<file path="config.mk">
export PLATFORM = sky130hd
export DESIGN_NAME = confirm_retransmit_queue_core
export DESIGN_NICKNAME = d
export VERILOG_FILES = /design/src/crq_pkg.sv /design/src/confirm_retransmit_queue_core.sv /design/src/crq_slot_store.sv /design/src/crq_backoff.sv
export VERILOG_INCLUDE_DIRS = /design/src /design/src/src
export SDC_FILE = /design/constraint.sdc
export NUM_CORES = 1
export LEC_CHECK = 0
export ABC_AREA = 1
export BUFFER_PORTS_ARGS = -buffer_cell sky130_fd_sc_hd__buf_2
export CORE_MARGIN = 4
export CORE_UTILIZATION = 40
export CTS_CLUSTER_SIZE = 12
export DETAILED_ROUTE_END_ITERATION = 12
export PLACE_DENSITY = 0.64
export SLEW_MARGIN = 0
export SYNTH_ARGS = -nofsm -noshare
export SYNTH_HDL_FRONTEND = slang
export SYNTH_SLANG_ARGS = --single-unit
export TNS_END_PERCENT = 1
</file>
<file path="constraint.sdc">
create_clock -name clk -period 16 [get_ports clk]
set_input_delay 3.2 -clock clk [delete_from_list [all_inputs] [get_ports clk]]
set_output_delay 3.2 -clock clk [all_outputs]
set_load 0.02 [all_outputs]
</file>
<file path="src/confirm_retransmit_queue_core_defines.svh">
// Assertion macros shared by the confirm/retransmit queue RTL.
`ifndef CONFIRM_RETRANSMIT_QUEUE_CORE_DEFINES_SVH
`define CONFIRM_RETRANSMIT_QUEUE_CORE_DEFINES_SVH
`ifndef SYNTHESIS
`define CRQ_ASSERT_NEVER(lbl, clk, rst_n, expr) \
  lbl: assert property (@(posedge clk) disable iff (!rst_n) !(expr)) \
    else $error("assertion failed: condition must never hold");
`define CRQ_ASSERT_IMPLIES(lbl, clk, rst_n, ante, cons) \
  lbl: assert property (@(posedge clk) disable iff (!rst_n) (ante) |-> (cons)) \
    else $error("assertion failed: same-cycle implication");
`define CRQ_ASSERT_NEXT(lbl, clk, rst_n, ante, cons) \
  lbl: assert property (@(posedge clk) disable iff (!rst_n) (ante) |=> (cons)) \
    else $error("assertion failed: next-cycle implication");
`else
`define CRQ_ASSERT_NEVER(lbl, clk, rst_n, expr)
`define CRQ_ASSERT_IMPLIES(lbl, clk, rst_n, ante, cons)
`define CRQ_ASSERT_NEXT(lbl, clk, rst_n, ante, cons)
`endif
`endif

</file>
<file path="src/crq_pkg.sv">
// Shared constants, codes and interface structs of the confirm/retransmit queue.
package crq_pkg;

  localparam int TYPE_SLOTS = 4;
  localparam int SLOT_W     = (TYPE_SLOTS > 1) ? $clog2(TYPE_SLOTS) : 1;
  localparam int CNT_W      = $clog2(TYPE_SLOTS + 1);

  localparam int KIND_W       = 2;
  localparam int MSG_TYPE_W   = 3;
  localparam int TYPE_CMP_W   = MSG_TYPE_W + 1;
  localparam int TAG_W        = 64;
  localparam int ENTRY_TYPE_W = 2;
  localparam int PCNT_W       = 3;
  localparam int BACKOFF_W    = 11;

  localparam logic [BACKOFF_W-1:0] BACKOFF_START = BACKOFF_W'(4);
  localparam logic [BACKOFF_W-1:0] BACKOFF_LIMIT = BACKOFF_W'(60 * 10);

  typedef enum logic [KIND_W-1:0] {
    KIND_ENQUEUE = 2'd0,
    KIND_CONFIRM = 2'd1,
    KIND_TICK    = 2'd2,
    KIND_RESEND  = 2'd3
  } kind_t;

  // Command presented by the input register.
  typedef struct packed {
    logic                  vld;
    kind_t                 kind;
    logic [MSG_TYPE_W-1:0] msg_type;
    logic [TAG_W-1:0]      tag;
  } cmd_t;

  // Slot store status after applying the current command.
  typedef struct packed {
    logic              accepted;
    logic              replaced;
    logic              hit;
    logic [CNT_W-1:0]  count;
    logic              sel_valid;
    logic [SLOT_W-1:0] sel_type;
    logic [TAG_W-1:0]  sel_tag;
  } slot_stat_t;

  // Backoff timer status after applying the current command.
  typedef struct packed {
    logic [BACKOFF_W-1:0] backoff;
    logic                 due;
  } tmr_stat_t;

endpackage

</file>
<file path="src/confirm_retransmit_queue_core.sv">
// Top level of the confirm/retransmit queue: input register, control and result register.
//
// Usage: a command (in_kind, in_msg_type, in_tag) is taken at a rising edge where
// start is high and busy is low. Kinds are enqueue, confirmation, one-second tick
// and resend request. Every result appears on the out_ ports for exactly one cycle,
// marked by out_valid; out_last marks the final result of a command.
// Pipeline: the input register loads at the accepting edge, and the slot compare and
// update run in the following cycle into the result register that drives the out_ ports.
// Throughput: enqueue, confirmation and tick commands never raise busy, so a new
// command may be started every cycle while busy is low. A resend with N pending entries
// produces N results (one when none is pending) on consecutive cycles; for N of two or
// more, busy is high from the cycle after acceptance while the tag-ordered entries are
// stepped out of the slot store.
// Reset (rst_n low, synchronous) empties all slots and sets the backoff interval
// and the countdown to 4 seconds. Results cannot be held off by the receiver, so
// no stall condition exists on the result side.
`include "confirm_retransmit_queue_core_defines.svh"

module confirm_retransmit_queue_core (
  input  logic                                clk,
  input  logic                                rst_n,
  input  logic                                start,
  output logic                                busy,
  input  logic [crq_pkg::KIND_W-1:0]          in_kind,
  input  logic [crq_pkg::MSG_TYPE_W-1:0]      in_msg_type,
  input  logic [crq_pkg::TAG_W-1:0]           in_tag,
  output logic                                out_valid,
  output logic                                out_accepted,
  output logic                                out_replaced,
  output logic                                out_due,
  output logic                                out_entry_valid,
  output logic [crq_pkg::ENTRY_TYPE_W-1:0]    out_entry_type,
  output logic [crq_pkg::TAG_W-1:0]           out_entry_tag,
  output logic                                out_last,
  output logic [crq_pkg::PCNT_W-1:0]          out_pending_count,
  output logic [crq_pkg::BACKOFF_W-1:0]       out_backoff_seconds
);

  logic                               in_vld_r;
  crq_pkg::kind_t                     in_kind_r;
  logic [crq_pkg::MSG_TYPE_W-1:0]     in_msg_type_r;
  logic [crq_pkg::TAG_W-1:0]          in_tag_r;

  logic                               emit_active_r;
  logic                               emit_active_nxt;
  logic [crq_pkg::SLOT_W-1:0]         emit_cnt_r;
  logic [crq_pkg::SLOT_W-1:0]         emit_cnt_nxt;

  logic                               out_valid_r;
  logic                               out_accepted_r;
  logic                               out_accepted_nxt;
  logic                               out_replaced_r;
  logic                               out_replaced_nxt;
  logic                               out_due_r;
  logic                               out_entry_valid_r;
  logic                               out_entry_valid_nxt;
  logic [crq_pkg::ENTRY_TYPE_W-1:0]   out_entry_type_r;
  logic [crq_pkg::ENTRY_TYPE_W-1:0]   out_entry_type_nxt;
  logic [crq_pkg::TAG_W-1:0]          out_entry_tag_r;
  logic [crq_pkg::TAG_W-1:0]          out_entry_tag_nxt;
  logic                               out_last_r;
  logic                               out_last_nxt;
  logic [crq_pkg::PCNT_W-1:0]         out_pending_count_r;
  logic [crq_pkg::BACKOFF_W-1:0]      out_backoff_seconds_r;

  crq_pkg::cmd_t                      cmd;
  crq_pkg::slot_stat_t                slot_stat;
  crq_pkg::tmr_stat_t                 tmr_stat;
  logic [crq_pkg::SLOT_W-1:0]         sel_rank;
  logic                               in_take;
  logic                               is_resend;
  logic                               resend_path;
  logic                               multi_resend;
  logic                               emit_done;

  assign cmd = {in_vld_r, in_kind_r, in_msg_type_r, in_tag_r};

  assign sel_rank = emit_active_r ? emit_cnt_r : '0;

  crq_slot_store u_slots (
    .clk      (clk),
    .rst_n    (rst_n),
    .cmd      (cmd),
    .sel_rank (sel_rank),
    .stat     (slot_stat)
  );

  crq_backoff u_backoff (
    .clk   (clk),
    .rst_n (rst_n),
    .cmd   (cmd),
    .hit   (slot_stat.hit),
    .stat  (tmr_stat)
  );

  assign is_resend    = in_vld_r && (in_kind_r == crq_pkg::KIND_RESEND);
  assign resend_path  = is_resend || emit_active_r;
  assign multi_resend = is_resend && (slot_stat.count > crq_pkg::CNT_W'(1));
  assign emit_done    = (crq_pkg::CNT_W'(emit_cnt_r) + crq_pkg::CNT_W'(1)) == slot_stat.count;
  assign busy         = emit_active_r || multi_resend;
  assign in_take      = start && !busy;

  always_comb begin
    out_accepted_nxt    = in_vld_r && slot_stat.accepted;
    out_replaced_nxt    = in_vld_r && slot_stat.replaced;
    out_entry_valid_nxt = resend_path && slot_stat.sel_valid;
    out_entry_type_nxt  = '0;
    out_entry_tag_nxt   = '0;
    if (out_entry_valid_nxt) begin
      out_entry_type_nxt = crq_pkg::ENTRY_TYPE_W'(slot_stat.sel_type);
      out_entry_tag_nxt  = slot_stat.sel_tag;
    end

    emit_active_nxt = emit_active_r;
    emit_cnt_nxt    = emit_cnt_r;
    out_last_nxt    = 1'b1;
    if (emit_active_r) begin
      out_last_nxt = emit_done;
      if (emit_done) begin
        emit_active_nxt = 1'b0;
      end else begin
        emit_cnt_nxt = emit_cnt_r + crq_pkg::SLOT_W'(1);
      end
    end else if (multi_resend) begin
      out_last_nxt    = 1'b0;
      emit_active_nxt = 1'b1;
      emit_cnt_nxt    = crq_pkg::SLOT_W'(1);
    end
  end

  always_ff @(posedge clk) begin
    if (!rst_n) begin
      in_vld_r      <= 1'b0;
      emit_active_r <= 1'b0;
      emit_cnt_r    <= '0;
      out_valid_r   <= 1'b0;
    end else begin
      in_vld_r      <= in_take;
      emit_active_r <= emit_active_nxt;
      emit_cnt_r    <= emit_cnt_nxt;
      out_valid_r   <= in_vld_r || emit_active_r;
    end
  end

  always_ff @(posedge clk) begin
    if (in_take) begin
      in_kind_r     <= crq_pkg::kind_t'(in_kind);
      in_msg_type_r <= in_msg_type;
      in_tag_r      <= in_tag;
    end
    if (in_vld_r || emit_active_r) begin
      out_accepted_r        <= out_accepted_nxt;
      out_replaced_r        <= out_replaced_nxt;
      out_due_r             <= tmr_stat.due;
      out_entry_valid_r     <= out_entry_valid_nxt;
      out_entry_type_r      <= out_entry_type_nxt;
      out_entry_tag_r       <= out_entry_tag_nxt;
      out_last_r            <= out_last_nxt;
      out_pending_count_r   <= crq_pkg::PCNT_W'(slot_stat.count);
      out_backoff_seconds_r <= tmr_stat.backoff;
    end
  end

  assign out_valid           = out_valid_r;
  assign out_accepted        = out_accepted_r;
  assign out_replaced        = out_replaced_r;
  assign out_due             = out_due_r;
  assign out_entry_valid     = out_entry_valid_r;
  assign out_entry_type      = out_entry_type_r;
  assign out_entry_tag       = out_entry_tag_r;
  assign out_last            = out_last_r;
  assign out_pending_count   = out_pending_count_r;
  assign out_backoff_seconds = out_backoff_seconds_r;

  // A new transaction never sits in the input register while a resend is being stepped out.
  `CRQ_ASSERT_NEVER(a_no_cmd_during_emit, clk, rst_n, in_vld_r && emit_active_r)
  // A result that is not the last of its transaction is followed by another result.
  `CRQ_ASSERT_NEXT(a_burst_continues, clk, rst_n, out_valid_r && !out_last_r, out_valid_r)
  // While entries are stepped out, the previous cycle produced a non-final resend result.
  `CRQ_ASSERT_IMPLIES(a_emit_has_prev, clk, rst_n, emit_active_r,
                      out_valid_r && !out_last_r && out_entry_valid_r)
  // An accepted transaction lands in the input register on the next cycle.
  `CRQ_ASSERT_NEXT(a_take_loads, clk, rst_n, start && !busy, in_vld_r)

endmodule

</file>
<file path="src/crq_slot_store.sv">
// Pending-entry slots: per-type valid and tag, tag matching and tag-order ranking.
module crq_slot_store (
  input  logic                          clk,
  input  logic                          rst_n,
  input  crq_pkg::cmd_t                 cmd,
  input  logic [crq_pkg::SLOT_W-1:0]    sel_rank,
  output crq_pkg::slot_stat_t           stat
);

  logic [crq_pkg::TYPE_SLOTS-1:0] slot_valid_r;
  logic [crq_pkg::TYPE_SLOTS-1:0] slot_valid_nxt;
  logic [crq_pkg::TAG_W-1:0]      slot_tag_r [crq_pkg::TYPE_SLOTS];

  logic [crq_pkg::TYPE_SLOTS-1:0] tag_eq;
  logic [crq_pkg::TYPE_SLOTS-1:0] drop;
  logic [crq_pkg::SLOT_W-1:0]     rank [crq_pkg::TYPE_SLOTS];
  logic [crq_pkg::SLOT_W-1:0]     type_idx;
  logic                           type_ok;
  logic                           tag_we;

  assign type_idx = cmd.msg_type[crq_pkg::SLOT_W-1:0];
  assign type_ok  = {1'b0, cmd.msg_type} < crq_pkg::TYPE_CMP_W'(crq_pkg::TYPE_SLOTS);

  always_comb begin
    slot_valid_nxt = slot_valid_r;
    drop           = '0;
    tag_we         = 1'b0;
    stat           = '0;
    for (int i = 0; i < crq_pkg::TYPE_SLOTS; i++) begin
      tag_eq[i] = slot_tag_r[i] == cmd.tag;
    end
    if (cmd.vld) begin
      unique case (cmd.kind)
        crq_pkg::KIND_ENQUEUE: begin
          if (type_ok) begin
            for (int i = 0; i < crq_pkg::TYPE_SLOTS; i++) begin
              drop[i] = slot_valid_r[i] &&
                        ((crq_pkg::SLOT_W'(i) == type_idx) || tag_eq[i]);
            end
            slot_valid_nxt           = slot_valid_r & ~drop;
            slot_valid_nxt[type_idx] = 1'b1;
            tag_we                   = 1'b1;
            stat.accepted            = 1'b1;
            stat.replaced            = |drop;
          end
        end
        crq_pkg::KIND_CONFIRM: begin
          drop           = slot_valid_r & tag_eq;
          slot_valid_nxt = slot_valid_r & ~drop;
          stat.accepted  = |drop;
          stat.hit       = |drop;
        end
        crq_pkg::KIND_TICK, crq_pkg::KIND_RESEND: begin
        end
        default: begin
        end
      endcase
    end

    for (int i = 0; i < crq_pkg::TYPE_SLOTS; i++) begin
      stat.count = stat.count + crq_pkg::CNT_W'(slot_valid_nxt[i]);
    end

    // Rank of a slot is the number of pending slots holding a smaller tag.
    for (int i = 0; i < crq_pkg::TYPE_SLOTS; i++) begin
      rank[i] = '0;
      for (int j = 0; j < crq_pkg::TYPE_SLOTS; j++) begin
        if (j != i && slot_valid_r[j] && (slot_tag_r[j] < slot_tag_r[i])) begin
          rank[i] = rank[i] + crq_pkg::SLOT_W'(1);
        end
      end
    end

    for (int i = 0; i < crq_pkg::TYPE_SLOTS; i++) begin
      if (slot_valid_r[i] && (rank[i] == sel_rank)) begin
        stat.sel_valid = 1'b1;
        stat.sel_type  = stat.sel_type | crq_pkg::SLOT_W'(i);
        stat.sel_tag   = stat.sel_tag | slot_tag_r[i];
      end
    end
  end

  always_ff @(posedge clk) begin
    if (!rst_n) begin
      slot_valid_r <= '0;
    end else begin
      slot_valid_r <= slot_valid_nxt;
    end
  end

  always_ff @(posedge clk) begin
    if (tag_we) begin
      slot_tag_r[type_idx] <= cmd.tag;
    end
  end

endmodule

</file>
<file path="src/crq_backoff.sv">
// Backoff interval and resend countdown registers.
module crq_backoff (
  input  logic                clk,
  input  logic                rst_n,
  input  crq_pkg::cmd_t       cmd,
  input  logic                hit,
  output crq_pkg::tmr_stat_t  stat
);

  logic [crq_pkg::BACKOFF_W-1:0] backoff_r;
  logic [crq_pkg::BACKOFF_W-1:0] backoff_nxt;
  logic [crq_pkg::BACKOFF_W-1:0] countdown_r;
  logic [crq_pkg::BACKOFF_W-1:0] countdown_nxt;

  always_comb begin
    backoff_nxt   = backoff_r;
    countdown_nxt = countdown_r;
    if (cmd.vld) begin
      unique case (cmd.kind)
        crq_pkg::KIND_CONFIRM: begin
          if (hit) begin
            backoff_nxt = crq_pkg::BACKOFF_START;
          end
        end
        crq_pkg::KIND_TICK: begin
          if (countdown_r != '0) begin
            countdown_nxt = countdown_r - crq_pkg::BACKOFF_W'(1);
          end
        end
        crq_pkg::KIND_RESEND: begin
          // Doubling drops the top bit, matching an 11-bit interval register.
          if (backoff_r < crq_pkg::BACKOFF_LIMIT) begin
            backoff_nxt = {backoff_r[crq_pkg::BACKOFF_W-2:0], 1'b0};
          end
          countdown_nxt = backoff_nxt;
        end
        crq_pkg::KIND_ENQUEUE: begin
        end
        default: begin
        end
      endcase
    end
    stat.backoff = backoff_nxt;
    stat.due     = countdown_nxt == '0;
  end

  always_ff @(posedge clk) begin
    if (!rst_n) begin
      backoff_r   <= crq_pkg::BACKOFF_START;
      countdown_r <= crq_pkg::BACKOFF_START;
    end else begin
      backoff_r   <= backoff_nxt;
      countdown_r <= countdown_nxt;
    end
  end

endmodule

</file>
==> impl_metrics.yaml, run 1 <==
cells_and_area:
  nets: 3979
  multi_input_area_mm2: 0.0158
  fin_cells: 4577
  postLayoutCellArea_mm2: 0.0340
  final-seq-area_mm2: 0.0129
  syn2layout_area_growth_pct: 11.1
  layout_common_cells: "nand2_1, edfxtp_1, ha_1, inv_1, nor2_1"
  final.fill_count: 7296
  leading_cell_type_in_the_layout_fill_and_taps_excluded: "nand2_1"
  final_layout_size_suffix_gt1_share_pct: 9.79
  fin_util_pct: 44.8
place:
  dp.final_hpwl_um: 65300
  placement.cell_area_mm2: 0.0324
  port_buffers: 158
  placedCellCount: 4486
  gp_routability_congestion: 0.935
synth:
  cell_count_after_synthesis: 3365
  synthDistinctLibCells: 58
  postSynthAreaPerCell_um2: 9.10
  synth_warnings: 0
  synth.top_cell.area_share_pct: 40.2
  mappedNetlistArea_mm2: 0.0306
  post_synth_edffs: 410
  ys_seq_area_share_pct: 42.2
  yosysTopAreaCell: "edfxtp_1"
  synth_flop_cell: "edfxtp_1"
  synthTopCellsByArea: "edfxtp_1, ha_1, nand2_1"
  ys_ff_latch: 441
  postSynthNetCount: 3836
  async_reset_ff_share_pct: 0
route:
  final_wl_um: 91900
  drc_violations_left: 0
  first_pass_iters: 5
  detail_route.iter0.violations: 2086
  post_drt_wl_per_cell_um: 20.1
  vias_per_inst: 5.37
  ant_nets: 0
  routed-via-count: 24600
clock_network:
  cts_root_buf: "clkbuf_16"
  cts.sinks: 441
  clock_insertion_delay_worst_skew_ns: 0.61
  h-tree-depth: 2
  cts_tree: "done"
  post-cts-setup-buffer-count: 0
  cts_bufs_inserted: 50
  path_clk_slew_ns: 0.06
  clock_path_buffers: 3
  holdBufCountCts: 0
  post_cts_repair_resize_count: 0
timing:
  report.final.setup_viol: 0
  unrepaired_setup_endpoints_after_global_routing: "false"
  holdWs_ns: 0.502
  report.final.hold_viol_count: 0
  setup_tns_ns: 0
  min_period_ns: 7.76
  achievable-frequency_mhz: 129
  timing_max_transition_violations_final: 0
  worst_slew_pin_slew_ns: 1.14
  post_route_fraction_of_the_period_consumed_by_the_critical_path_pct: 48.5
  finalClockSkew_ns: 0.0246
  timing.slew.headroom_pct: 23.7
floorplan:
  die_extent_in_x_um: 285
  boundaryPins: 159
  start_util_pct: 40.3
  rows: 101
  design.core.area_mm2: 0.0759
  die_height_um: 285
  dieArea_mm2: 0.0810
setup_path:
  critical_path.cell_chain: "clkinv_1 -> nor2_1 -> nand2_1 -> nor2_4 -> a21o_1 -> fa_1 -> inv_1 -> ha_1 -> a21oi_1 -> buf_2"
  data_arrival_time_at_the_worst_slack_endpoint_ns: 4.56
  critPathKind: "reg -> out"
  path_max_fanout: 26
  startpoint_type: "flop"
  worst_ep_required_time_ns: 12.80
  setup.reg_to_reg.worst_slack_ns: 10.16
  critical_path.max_stage_delay_ns: 0.84
  critPathCaptureType: "output port"
  critical_path.slowest_cell: "nor2_4"
grt:
  grt_first_pass_wirelength_um: 141000
  via_count_of_the_first_global_routing_pass: 24200
  initial_antenna_violation_count: 0
  grt_start_max_net_pins: 65
  grt_usage_pct: 22.2
  grt_overflow: 0
min_path:
  min_path_type: "reg -> reg"
power:
  combinationalPowerShare_pct: 7.9
  power.internal_mw: 2.02
  power_density_mw_per_mm2: 78.7
  power_frac_seq_pct: 49.6
  clock_power_share_pct: 42.5
  power.leakage_nw: 14.7
  vdd_ir_drop_max_mv: 0.0685
  power.switching_fraction_pct: 24.4
  total_switching_power_mw: 0.653
outcome:
  run_status: "finished clean"
run:
  max_cap_violations: 0
cell type report:
type                            count  share of cell area, %
Multi-Input combinational cell   2460                   46.6
Sequential cell                   441                   38.0
Inverter                          380                   4.21
Clock buffer                       63                   3.89
Tap cell                         1030                   3.79
Timing Repair Buffer              175                   2.70
Clock inverter                     27                  0.806
Antenna cell                        1                0.00736
state kept, by name, summed over array words and instances (netlist names):
register	flops
u_backoff.countdown_r	11
in_tag_r	64
out_entry_tag	64
in_msg_type_r	3
in_kind_r	2
emit_active_r	1
u_slots.slot_valid_r	4
out_backoff_seconds	11
out_entry_valid	1
out_due	1
out_pending_count	3
in_vld_r	1
u_backoff.backoff_r	11
out_last	1
out_entry_type	2
u_slots.slot_tag_r	256
out_accepted	1
out_replaced	1
emit_cnt_r	2
out_valid	1
per-layer routing:
metal / vias up / global-route usage (%) / wire [µm]
met3: 151 / 3.14 / 6580
met4: 0 / 6.77 / 2800
met1: 11600 / 29.8 / 39800
met5: - / 0 / 0
li1: 12000 / - / -
met2: 877 / 37.4 / 42700
critical path, delay by kind of cell (launching register included):
family	cells	cell delay, ns
AND/OR/NAND/NOR	3	1.43
buffers and inverters	3	0.78
flip-flops	1	0.71
AO/OA/AOI/OAI	2	0.67
adder cells (fa/ha/maj)	2	0.37
stage by stage:
step	power, mW	worst slack (ns)
after floorplan	1.49	5.94
after global placement	1.56	8.95
after detailed placement	1.56	8.82
after CTS	2.71	8.17
after global routing	2.78	7.88
final	2.68	8.24
cells by family after synthesis:
family / share of synthesized area [%]
compound gates: 7.00
xor+xnor: 5.52
buf+inv: 6.36
simple gates: 22.6
fa+ha+maj: 16.3
flops: 42.2
cell usage after synthesis, types with 5 or more instances:
| master | n |
|---|---|
| nand2_1 | 702 |
| nor2_2 | 5 |
| a211oi_1 | 7 |
| nor2_4 | 49 |
| o21ai_1 | 8 |
| nor4_1 | 10 |
| inv_1 | 370 |
| buf_2 | 46 |
| nand3_1 | 138 |
| nand4_1 | 219 |
| nor2_1 | 277 |
| xnor2_1 | 121 |
| buf_6 | 6 |
| ha_1 | 398 |
| edfxtp_1 | 410 |
| o21ai_0 | 65 |
| nor3_1 | 46 |
| o221ai_1 | 8 |
| or2_2 | 11 |
| xor2_1 | 72 |
| a21oi_1 | 241 |
| buf_12 | 6 |
| clkbuf_1 | 24 |
| o21a_1 | 12 |
| inv_2 | 6 |
| a31oi_1 | 6 |
| a21o_1 | 9 |
| dfxtp_1 | 31 |
| o2111ai_1 | 5 |
final timing paths:
check,startpoint,endpoint,cells after the start
setup / recovery,in_vld_r,busy,10
hold / removal,emit_active_r,emit_cnt_r[1],2
hold reg to reg,emit_active_r,emit_cnt_r[1],2
setup reg to reg,u_slots.slot_tag_r[2][63],out_entry_tag[2],23
power groups by stage:
stage	registers [mW]	logic, mW	clock network [mW]
2_1_floorplan	1.35	0.133	0
3_3_place_gp	1.35	0.210	0
3_5_place_dp	1.35	0.211	0
4_1_cts	1.33	0.212	1.17
5_1_grt	1.33	0.233	1.21
6_report	1.33	0.211	1.14
Note: power is estimated with default switching activity, not from simulation.
==> run 2: changes to the inputs <==
- ABC_AREA: 1 -> 0
- clock period: 16 -> 7.7 ns (I/O delays scaled with it)
==> run 2 against run 1 <==
Register-to-register slack got worse by 8.9 ns. Highest routed layer unchanged. Combinational power rose by 34%. Hold slack gained 0.00078 ns.
==> impl_metrics.yaml, run 2 <==
outcome:
  run_status: "finished clean"
clock_network:
  clock_insertion_delay_worst_skew_ns: 0.62
  path_clk_slew_ns: 0.06
  post_cts_repair_resize_count: 0
  cts_tree: "done"
  cts_root_buf: "clkbuf_16"
  holdBufCountCts: 0
  post-cts-setup-buffer-count: 0
  h-tree-depth: 2
  cts.sinks: 441
  clock_path_buffers: 3
  cts_bufs_inserted: 52
synth:
  post_synth_edffs: 410
  synth.top_cell.area_share_pct: 44.0
  postSynthAreaPerCell_um2: 11.2
  postSynthNetCount: 2965
  mappedNetlistArea_mm2: 0.0280
  yosysMostFrequentCell: "edfxtp_1"
  synthDistinctLibCells: 67
  yosysTopAreaCell: "edfxtp_1"
  async_reset_ff_share_pct: 0
  synth_flop_cell: "edfxtp_1"
  synth_warnings: 0
  cell_count_after_synthesis: 2494
  most_instantiated_cells_after_synthesis: "edfxtp_1, ha_1, inv_1"
  ys_seq_area_share_pct: 46.3
  synthTopCellsByArea: "edfxtp_1, ha_1, xnor2_1"
  ys_ff_latch: 441
cells_and_area:
  leading_cell_type_in_the_layout_fill_and_taps_excluded: "edfxtp_1"
  fin_util_pct: 45.7
  final-seq-area_mm2: 0.0129
  final.fill_count: 6372
  largest_reg_flops: 256
  multi_input_area_mm2: 0.0139
  syn2layout_area_growth_pct: 12.6
  largest_register: "u_slots.slot_tag_r"
  final_layout_size_suffix_gt1_share_pct: 10.0
  antennaDiodeCount: 0
  nets: 3140
  layout_common_cells: "edfxtp_1, ha_1, inv_1, a21oi_1, xnor2_1"
  fin_cells: 3642
place:
  placedCellCount: 3546
  gp_routability_congestion: 1.02
  port_buffers: 158
  dpl_worst_slack_ns: 1.36
  dp.final_hpwl_um: 79000
route:
  final_wl_um: 103000
  post_drt_wl_per_cell_um: 28.4
  drc_violations_left: 0
  detail_route.iter0.violations: 2979
  routed-via-count: 21700
  vias_per_inst: 5.97
  ant_nets: 0
  first_pass_iters: 8
grt:
  grt_first_pass_wirelength_um: 150000
  grt_overflow: 0
  grt_usage_pct: 27.3
  initial_antenna_violation_count: 1
  via_count_of_the_first_global_routing_pass: 21700
  grt_start_max_net_pins: 70
setup_path:
  critical_path.max_stage_delay_ns: 0.83
  critical_path.cell_chain: "xnor2_1 -> nand4_1 -> nor4_1 -> nand4_1 -> o21ai_0 -> nand2_1 -> ha_1 -> fa_1 -> inv_1 -> ha_1 -> nor2_1 -> nor2_1 -> inv_1 -> buf_2"
  worst_ep_required_time_ns: 6.16
  startpoint_type: "flop"
  path_max_fanout: 8
  path_buf_inv: 3
  critPathCaptureType: "output port"
  critical_path.slowest_cell: "xnor2_1"
  data_arrival_time_at_the_worst_slack_endpoint_ns: 5.12
  critPathKind: "reg -> out"
  timing.critical_path.max_delay_family: "simple AND/OR/NAND/NOR gates"
timing:
  timing_max_transition_violations_final: 0
  achievable-frequency_mhz: 150
  report.final.setup_viol: 0
  setup_tns_ns: 0
  unrepaired_setup_endpoints_after_global_routing: "false"
  min_period_ns: 6.66
  layout_setup_ws_ns: 1.04
  finalClockSkew_ns: 0.0295
  post_route_fraction_of_the_period_consumed_by_the_critical_path_pct: 86.5
  worst_slew_pin_slew_ns: 1.21
  report.final.hold_viol_count: 0
  timing.slew.headroom_pct: 18.6
floorplan:
  dieArea_mm2: 0.0742
  design.core.area_mm2: 0.0689
  rows: 96
  die_height_um: 272
  die_extent_in_x_um: 272
  start_util_pct: 40.6
  boundaryPins: 159
power:
  power_density_mw_per_mm2: 175
  fin_total_pwr_mw: 5.50
  vdd_ir_drop_max_mv: 0.156
  power.leakage_nw: 12.8
run:
  max_cap_violations: 0
min_path:
  min_path_type: "reg -> reg"
==> run 2: cell count changes in the layout (fill, tap and decap cells not counted), moves of 21 or more <==
cell	delta
nand2_1	-538
nor2_1	-213
inv_1	-147
nand3_1	-98
a21o_1	+95
nand4_1	-81
xnor2_1	+80
a222oi_1	+64
nor2_4	-53
a21oi_1	-32
nor4_1	+28
o21ai_0	+22
nor2b_1	+21
==> run 2: area by class of cell <==
type | count | share of cell area (%)
inverters | 227 | 2.71
well taps | 931 | 3.70
repair buffers | 173 | 2.91
flip-flops and latches | 441 | 41.1
clock buffers | 67 | 4.41
multi-input cells | 1774 | 44.3
clock inverters | 29 | 0.922
==> run 2: path summary, 6_finish.rpt <==
kind | startpoint | endpoint | slack, ns | depth (start not counted)
worst max-delay path | in_tag_r[12] | busy | 1.04 | 14
worst min-delay path | u_backoff.countdown_r[1] | u_backoff.countdown_r[1] | 0.50 | 2
worst max register to register | u_slots.slot_tag_r[0][57] | out_entry_tag[35] | 1.24 | 19
worst min register to register | u_backoff.countdown_r[1] | u_backoff.countdown_r[1] | 0.50 | 2
==> run 2: kinds of logic after synthesis <==
family                     count (synthesis)  synth area share (%)
AOI/OAI and AO/OA                        546                  12.8
and+or+nand+nor                          553                  10.2
xor gates and xnor gates                 265                  8.30
DFF                                      441                  46.3
muxes                                     11                 0.456
adders and majority gates                399                  17.9
buffers and inverters                    279                  4.03
==> run 2: routing by layer <==
layer  track usage [%]  share of wire (%)
met2              42.4                 44
met3              6.14                9.6
met4              12.2                5.4
met5                 0                  0
met1              36.7                 41
==> run 2: stage by stage <==
step / instance area (µm²) / hold WS, ns
after floorplan: 28000 / 0.467
after global placement: 29800 / 0.487
after detailed placement: 29800 / 0.499
after CTS: 31500 / 0.508
after global routing: 31500 / 0.525
final: 31500 / 0.503
==> run 2: where the power goes <==
group	switching [mW]	internal, mW	leakage, nW
Combinational	0.186	0.0960	7.94
Clock	1.06	1.42	0.800
Sequential	0.0823	2.67	4.05
==> run 2: worst reg2reg max path, cell delays in order, from the launching register on <==
cell	delay, ns
edfxtp_1	0.50
ha_1	0.36
nand4_1	0.11
nor3_1	0.38
nand3_1	0.19
nor3_1	0.49
nand3_1	0.22
nor3_1	0.37
nand2_1	0.26
o211ai_1	0.38
or2_2	0.18
ha_1	0.20
xor2_1	0.08
nand2_1	0.09
o21ai_0	0.08
a32o_1	0.21
o311a_2	0.69
o41ai_4	0.46
buf_4	0.66
a21oi_1	0.25
